File: config.mk
export PLATFORM = sky130hd
export DESIGN_NAME = kabf_ctrl
export DESIGN_NICKNAME = d
export VERILOG_FILES = /design/src/kabf_pkg.sv /design/src/kabf_ctrl.sv
export SDC_FILE = /design/constraint.sdc
export NUM_CORES = 1
export LEC_CHECK = 0
export BUFFER_PORTS_ARGS = -buffer_cell sky130_fd_sc_hd__buf_2
export CAP_MARGIN = 25
export CORE_ASPECT_RATIO = 1.75
export CORE_MARGIN = 3
export CORE_UTILIZATION = 45
export CTS_CLUSTER_DIAMETER = 200
export DETAILED_ROUTE_END_ITERATION = 10
export RECOVER_POWER = 50
export SETUP_SLACK_MARGIN = 0.2
export SLEW_MARGIN = 15
export SYNTH_ARGS = -nofsm -noshare
export SYNTH_HDL_FRONTEND = slang
export SYNTH_SLANG_ARGS = --single-unit
File: constraint.sdc
create_clock -name i_clk -period 3.7 [get_ports i_clk]
set_input_delay 0.74 -clock i_clk [delete_from_list [all_inputs] [get_ports i_clk]]
set_output_delay 0.74 -clock i_clk [all_outputs]
set_load 0.02 [all_outputs]
File: src/kabf_pkg.sv
// Shared types, constants and helpers for the angle/bias Kalman filter.
// No dependencies.
package kabf_pkg;

    localparam int FRAC_BITS_DEF = 16;

    localparam logic [15:0] RST_PERIOD        = 16'd524;
    localparam logic [30:0] RST_ANGLE_NOISE   = 31'd655;
    localparam logic [30:0] RST_BIAS_NOISE    = 31'd655;
    localparam logic [30:0] RST_MEASURE_NOISE = 31'd655;
    localparam logic [31:0] RST_INITIAL_BIAS  = 32'd6554;

    // Configuration register indexes
    localparam logic [2:0] REG_PERIOD  = 3'd0;
    localparam logic [2:0] REG_ANOISE  = 3'd1;
    localparam logic [2:0] REG_BNOISE  = 3'd2;
    localparam logic [2:0] REG_MNOISE  = 3'd3;
    localparam logic [2:0] REG_IBIAS   = 3'd4;

    // Datapath operations, one per sequencer step
    typedef enum logic [4:0] {
        OP_NONE,
        OP_LOAD,    // latch inputs
        OP_M_GDT,   // m0 = mul(g,dt)
        OP_M_BDT,   // m1 = mul(bias,dt)
        OP_ANG,     // angle = sat(angle + m0 - m1)
        OP_M_BBDT,  // m0 = mul(cov_bb,dt)
        OP_T,       // t = sat(m0 - cov_ab); p01, p10, p11
        OP_M_BADT,  // m1 = mul(cov_ba,dt)
        OP_M_TDT,   // m2 = mul(t,dt)
        OP_P00,     // p00, s, e
        OP_DIV0,    // start k0 division
        OP_DIV1,    // start k1 division
        OP_K0,      // store k0
        OP_K1,      // store k1
        OP_M_K0E,   // m0 = mul(k0,e)
        OP_M_K1E,   // m1 = mul(k1,e)
        OP_CORR,    // angle, bias update
        OP_RATE,    // rate
        OP_M_K0P00, // m0
        OP_M_K0P01, // m1
        OP_M_K1P00, // m2
        OP_M_K1P01, // m3
        OP_COV      // covariance update
    } t_op;

    typedef struct packed {
        t_op  op;
    } t_cmd;

    typedef struct packed {
        logic div_busy;
    } t_status;

    // Saturate a 64-bit signed value to 32 bits
    function automatic logic signed [31:0] sat32(input logic signed [63:0] v);
        logic signed [31:0] r;
        if (v > 64'sh7FFF_FFFF) begin
            r = 32'sh7FFF_FFFF;
        end else if (v < -64'sh8000_0000) begin
            r = 32'sh8000_0000;
        end else begin
            r = v[31:0];
        end
        return r;
    endfunction

endpackage

File: src/kabf_ctrl.sv
// Sequencer: steps the datapath through predict, gain, correct and update.
// Depends on kabf_pkg.
module kabf_ctrl
    import kabf_pkg::*;
(
    input  logic    i_clk,
    input  logic    i_rst_n,
    input  logic    i_in_valid,
    output logic    o_in_stall,
    output logic    o_out_valid,
    input  logic    i_out_stall,
    input  t_status i_status,
    output t_cmd    o_cmd
);
    typedef enum logic [4:0] {
        S_IDLE = 5'b00001,
        S_RUN  = 5'b00010,
        S_DIV  = 5'b00100,
        S_WAIT = 5'b01000,
        S_OUT  = 5'b10000
    } t_state;

    t_state r_state, n_state;
    t_op    r_step, n_step;
    logic   r_div1, n_div1;

    // Next step after a plain step
    function automatic t_op next_op(input t_op op);
        t_op r;
        case (op)
            OP_LOAD:    r = OP_M_GDT;
            OP_M_GDT:   r = OP_M_BDT;
            OP_M_BDT:   r = OP_ANG;
            OP_ANG:     r = OP_M_BBDT;
            OP_M_BBDT:  r = OP_T;
            OP_T:       r = OP_M_BADT;
            OP_M_BADT:  r = OP_M_TDT;
            OP_M_TDT:   r = OP_P00;
            OP_P00:     r = OP_DIV0;
            OP_K1:      r = OP_M_K0E;
            OP_M_K0E:   r = OP_M_K1E;
            OP_M_K1E:   r = OP_CORR;
            OP_CORR:    r = OP_RATE;
            OP_RATE:    r = OP_M_K0P00;
            OP_M_K0P00: r = OP_M_K0P01;
            OP_M_K0P01: r = OP_M_K1P00;
            OP_M_K1P00: r = OP_M_K1P01;
            OP_M_K1P01: r = OP_COV;
            default:    r = OP_NONE;
        endcase
        return r;
    endfunction

    // Sequence steps; divisions wait on the divider
    always_comb begin
        n_state   = r_state;
        n_step    = r_step;
        n_div1    = r_div1;
        o_cmd.op  = OP_NONE;
        case (r_state)
            S_IDLE: begin
                if (i_in_valid) begin
                    o_cmd.op = OP_LOAD;
                    n_step   = OP_M_GDT;
                    n_state  = S_RUN;
                end
            end
            S_RUN: begin
                o_cmd.op = r_step;
                if (r_step == OP_P00) begin
                    n_step = OP_DIV0;
                    n_div1 = 1'b0;
                    n_state = S_DIV;
                end else if (r_step == OP_COV) begin
                    n_state = S_OUT;
                end else begin
                    n_step = next_op(r_step);
                end
            end
            S_DIV: begin
                o_cmd.op = r_div1 ? OP_DIV1 : OP_DIV0;
                n_state  = S_WAIT;
            end
            S_WAIT: begin
                if (!i_status.div_busy) begin
                    o_cmd.op = r_div1 ? OP_K1 : OP_K0;
                    if (r_div1) begin
                        n_step  = OP_M_K0E;
                        n_state = S_RUN;
                    end else begin
                        n_div1  = 1'b1;
                        n_state = S_DIV;
                    end
                end
            end
            S_OUT: begin
                if (!i_out_stall) begin
                    n_state = S_IDLE;
                end
            end
            default: n_state = S_IDLE;
        endcase
    end

    always_ff @(posedge i_clk) begin
        if (!i_rst_n) begin
            r_state <= S_IDLE;
            r_step  <= OP_NONE;
            r_div1  <= 1'b0;
        end else begin
            r_state <= n_state;
            r_step  <= n_step;
            r_div1  <= n_div1;
        end
    end

    assign o_in_stall  = (r_state != S_IDLE);
    assign o_out_valid = (r_state == S_OUT);
endmodule

# Yosys cells after proc, flatten, opt, wreduce, memory -nomap -nowiden
# Memories as Yosys holds them, arrays and structs flattened. A register that Yosys moved wholly into a read port is not among the register bits.
# Index checks and enable logic that the tools add are counted.
[totals]
ff_bits = 11
rom_bits = 160
output_inout_bits = 7
word_cells = 46
memories = 1
[classes]
n_eq_ne = 15
n_mux = 22
reduce_logical = 5
[mem_list]
columns = ["memory", "words", "word_bits", "rd", "rd_clocked_by_memory_dff", "wr", "line", "source"]
rows = [
  ["(name not given)", 32, 5, 1, 1, 0, "kabf_ctrl.sv:30", "case (op)"],
]
[ops]
columns = ["op", "n"]
rows = [
  ["$mux W5", 11],
  ["$pmux W5 S5", 1],
  ["$pmux W5 S4", 1],
  ["$pmux W5 S3", 1],
  ["$eq A5 B4 Y1 const B", 2],
  ["$eq A5 B5 Y1 const B", 2],
  ["$ne A2 B2 Y1 const B", 5],
  ["$ne A3 B3 Y1 const B", 2],
  ["$eq A5 B1 Y1 const B", 1],
  ["$eq A5 B2 Y1 const B", 1],
  ["$eq A5 B3 Y1 const B", 1],
  ["$mux W1", 5],
  ["$ne A5 B1 Y1 const B", 1],
  ["$reduce_and A5 Y1", 1],
  ["$mux W4", 1],
  ["$reduce_and A4 Y1", 1],
  ["$mux W3", 1],
  ["$reduce_and A3 Y1", 1],
  ["$reduce_bool A3 Y1", 1],
  ["$pmux W1 S2", 1],
  ["$reduce_bool A2 Y1", 1],
]

# Logic depth before layout (Yosys ltp)
[logic_depth]
ltp_word = 6
depth_mapped = 12

# Least setup slack after synthesis
# Ideal clock, no wire load.
[synth_path]
path_kind = "flip-flop to flip-flop"
startpoint = "reg r_state[2]"
endpoint = "reg (tool-made name)"
arrival_time_ns = 2.766
t_required_ns = 3.641
slack_ns = 0.875
path_stages_with_launch = 13
synth_period_minus_slack_ns = 2.825
cell_sequence = "dfxtp_1 > buf_2 > or3_4 > or3_4 > and4_4 > buf_6 > mux2i_1 > nor2_1 > inv_1 > ha_1 > mux2_1 > o22ai_1 > a22o_1"
[synth_rtl]
columns = ["item", "line", "source"]
rows = [
  ["start: declaration", "kabf_ctrl.sv:23", "t_state r_state, n_state;"],
  ["start signal: assignment", "kabf_ctrl.sv:111", "r_state <= n_state;"],
]

==> flow_summary.yaml <==
status:
  status: "finished clean"
setup_path:
  crit_end: "o_cmd[0]"
  worst_r2r_path_depth: 10
  arrival_ps: 2480
  crit_required_ps: 2960
  cp-end-kind: "output pin"
  critical_path.max_fanout: 5
  ff2ff_setup_slack_ps: 630
  path_class: "input pin to output pin"
  r2r-start: "r_state[3]$_SDFFE_PN0P_"
  startpoint: "i_status"
  worstSetupStartpointType: "input pin"
floorplan:
  core_area_mm2: 0.00236
  fp.dieW_um: 44.4
  die_area_mm2: 0.00324
  dieHeight_um: 73.1
  start_util_pct: 49.1
  rows: 23
  ios: 12
cts:
  cts_tree: "built"
  clk_latency_ps: 250
  postCtsSetupRepairBufs: 0
  cts-buffers-inserted: 3
  clock_path_buffers: 2
  cts_resized: 0
  ctsHoldBuffers: 0
  clock-sinks: 16
  clk_pin_slew_ps: 70
  cts_htree_levels: 1
  clockRootBuffer: "clkbuf_8"
placed_design:
  place_ws_ps: 464
  hpwl_mm: 2.35
  gp_congestion: 0.846
  port_buffers: 11
global_route:
  grt_overflow: 0
  grt_first_pass_wirelength_mm: 4.92
  grt_max_degree: 13
  first_global_vias: 1067
  grt_usage_pct: 20.3
  antenna_found_initial: 0
synth:
  avgSynthCellArea_um2: 8.65
  yosys_warnings: 0
  ys_async_sr_fraction_pct: 0
  syn_area_mm2: 0.00116
  syn-num-nets: 144
  synth_top_area_share_pct: 27.6
  synth.distinct_cells: 51
  synth_edf_count: 0
  synth-seq-cells: 16
  synth-seq-area-share_pct: 27.6
  yosysTopAreaCell: "dfxtp_1"
  synth-main-ff-cell: "dfxtp_1"
  synthCells: 134
  yosysMostFrequentCell: "dfxtp_1"
  yosys-top-cells-count: "dfxtp_1 (16), nand2_1 (11), a21oi_1 (8), nor2_1 (8)"
  ys_top_cells_by_area: "dfxtp_1 (28%), ha_1 (5.4%), mux2i_1 (5.2%)"
cells_and_area:
  antennaDiodeCount: 0
  layout-drive-gt1-share_pct: 13.8
  nNetsFinal: 156
  n_fill_cell: 233
  syn_to_final_growth_pct: 8.42
sta:
  fin_crit_sh_pct: 87.2
  rsz0062_at_grt: "false"
  fin_ws_ps: 475
  fin_skew_ps: 7.14
  whs_ps: 510
  setup_tns_ps: 0
  relSlewSlack_pct: 37.9
  finalHoldViolCount: 0
  period_minus_slack_ps: 3220
  setup_viol: 0
  max_freq_mhz: 310
  worst_pin_slew_ps: 908
  slew_viol_final: 0
power:
  vdd_drop_max_mv: 0.383
  p_total_uw: 988
  p_per_area_mw_per_mm2: 786
  leakagePower_nw: 0.509
routing:
  drc: 0
  routed_wl_mm: 2.95
  dr.pass1.iters: 4
  drt-initial-drc-count: 29
  vias_per_cell: 6.29
  num_vias: 1070
  wl_per_cell_um: 17.4
  ant_nets: 0
hold_path:
  hp-class: "flip-flop to flip-flop"
run:
  cap_violations: 0
## metal layers
metal / global-route usage [%] / share of wire (%)
met5: 0 / 0
met2: 37.8 / 57
met4: 11.4 / 3.8
met3: 3.21 / 2.9
met1: 20.2 / 36
## power breakdown
part	switching [mW]	internal [mW]	total (mW)
clock	0.0610	0.0944	0.155
sequential	0.0626	0.226	0.289
combinational	0.303	0.240	0.543
total	0.427	0.561	0.988
## how the worst min path moves through the flow
stage / slack [ps] / depth (start not counted) / endpoint
after floorplan: 480 / 2 / r_step[0]$_SDFFE_PN0N_
after global placement: 500 / 2 / r_step[0]$_SDFFE_PN0N_
after global routing: 520 / 2 / r_step[0]$_SDFFE_PN0N_
after detailed placement: 510 / 2 / r_step[0]$_SDFFE_PN0N_
after CTS: 520 / 2 / r_step[0]$_SDFFE_PN0N_
final: 510 / 2 / r_step[0]$_SDFFE_PN0N_
## final cells by class
| class | count | area (um^2) | area share (%) |
|---|---|---|---|
| multi-input combinational | 105 | 753 | 60.0 |
| clock buffer | 4 | 55.1 | 4.38 |
| tap | 25 | 31.3 | 2.49 |
| sequential | 16 | 320 | 25.5 |
| timing repair buffer | 14 | 73.8 | 5.88 |
| inverter | 6 | 22.5 | 1.79 |
## cell usage in the layout (no fill, tap or decap), types with 2 or more instances in the layout
cell       netlist  layout
a2111oi_0        2       2
a211oi_1         2       3
a21o_1           2       2
a21oi_1          8       8
a41oi_1          2       2
and3_1           2       2
buf_2            3       8
buf_4            0       3
clkbuf_1         3       3
clkbuf_8         0       4
dfxtp_1         16      16
ha_1             5       5
inv_1            6       6
mux2i_1          6       7
nand2_1         11      11
nand2b_1         5       5
nand3_1          3       3
nand3b_1         2       2
nand4_1          2       2
nand4bb_1        2       2
nor2_1           8       8
nor2b_1          3       3
nor3_1           2       2
nor4_1           3       3
o21ai_0          4       4
o22ai_1          3       3
o31a_1           2       2
or3_1            1       2
## cells by family (layout without fill, tap and decap cells)
kind of cell             count (synthesis)  in the layout  synth area share [%]
AND/OR/NAND/NOR                         54             54                  27.8
AO/OA/AOI/OAI                           36             36                  24.2
flip-flops                              16             16                  27.6
buffers and inverters                   13             24                  5.18
multiplexers                             9              9                  9.07
adder cells (fa/ha/maj)                  5              5                  5.40
XOR/XNOR                                 1              1                 0.756
## stage by stage
step           instance area [um^2]  instances  util, %
2_1_floorplan                  1160        134        -
3_3_place_gp                   1230        166     52.1
3_5_place_dp                   1230        166     52.1
4_1_cts                        1280        170     54.5
5_1_grt                        1260        170     53.2
6_report                       1260        170     53.2
## critical path, cell delays in order
cell       delay [ps]
buf_2             130
or3b_2            430
a2111oi_0         840
nand2_1           110
nand2_1            80
buf_2             150
Power figures use the tool's default switching activity.
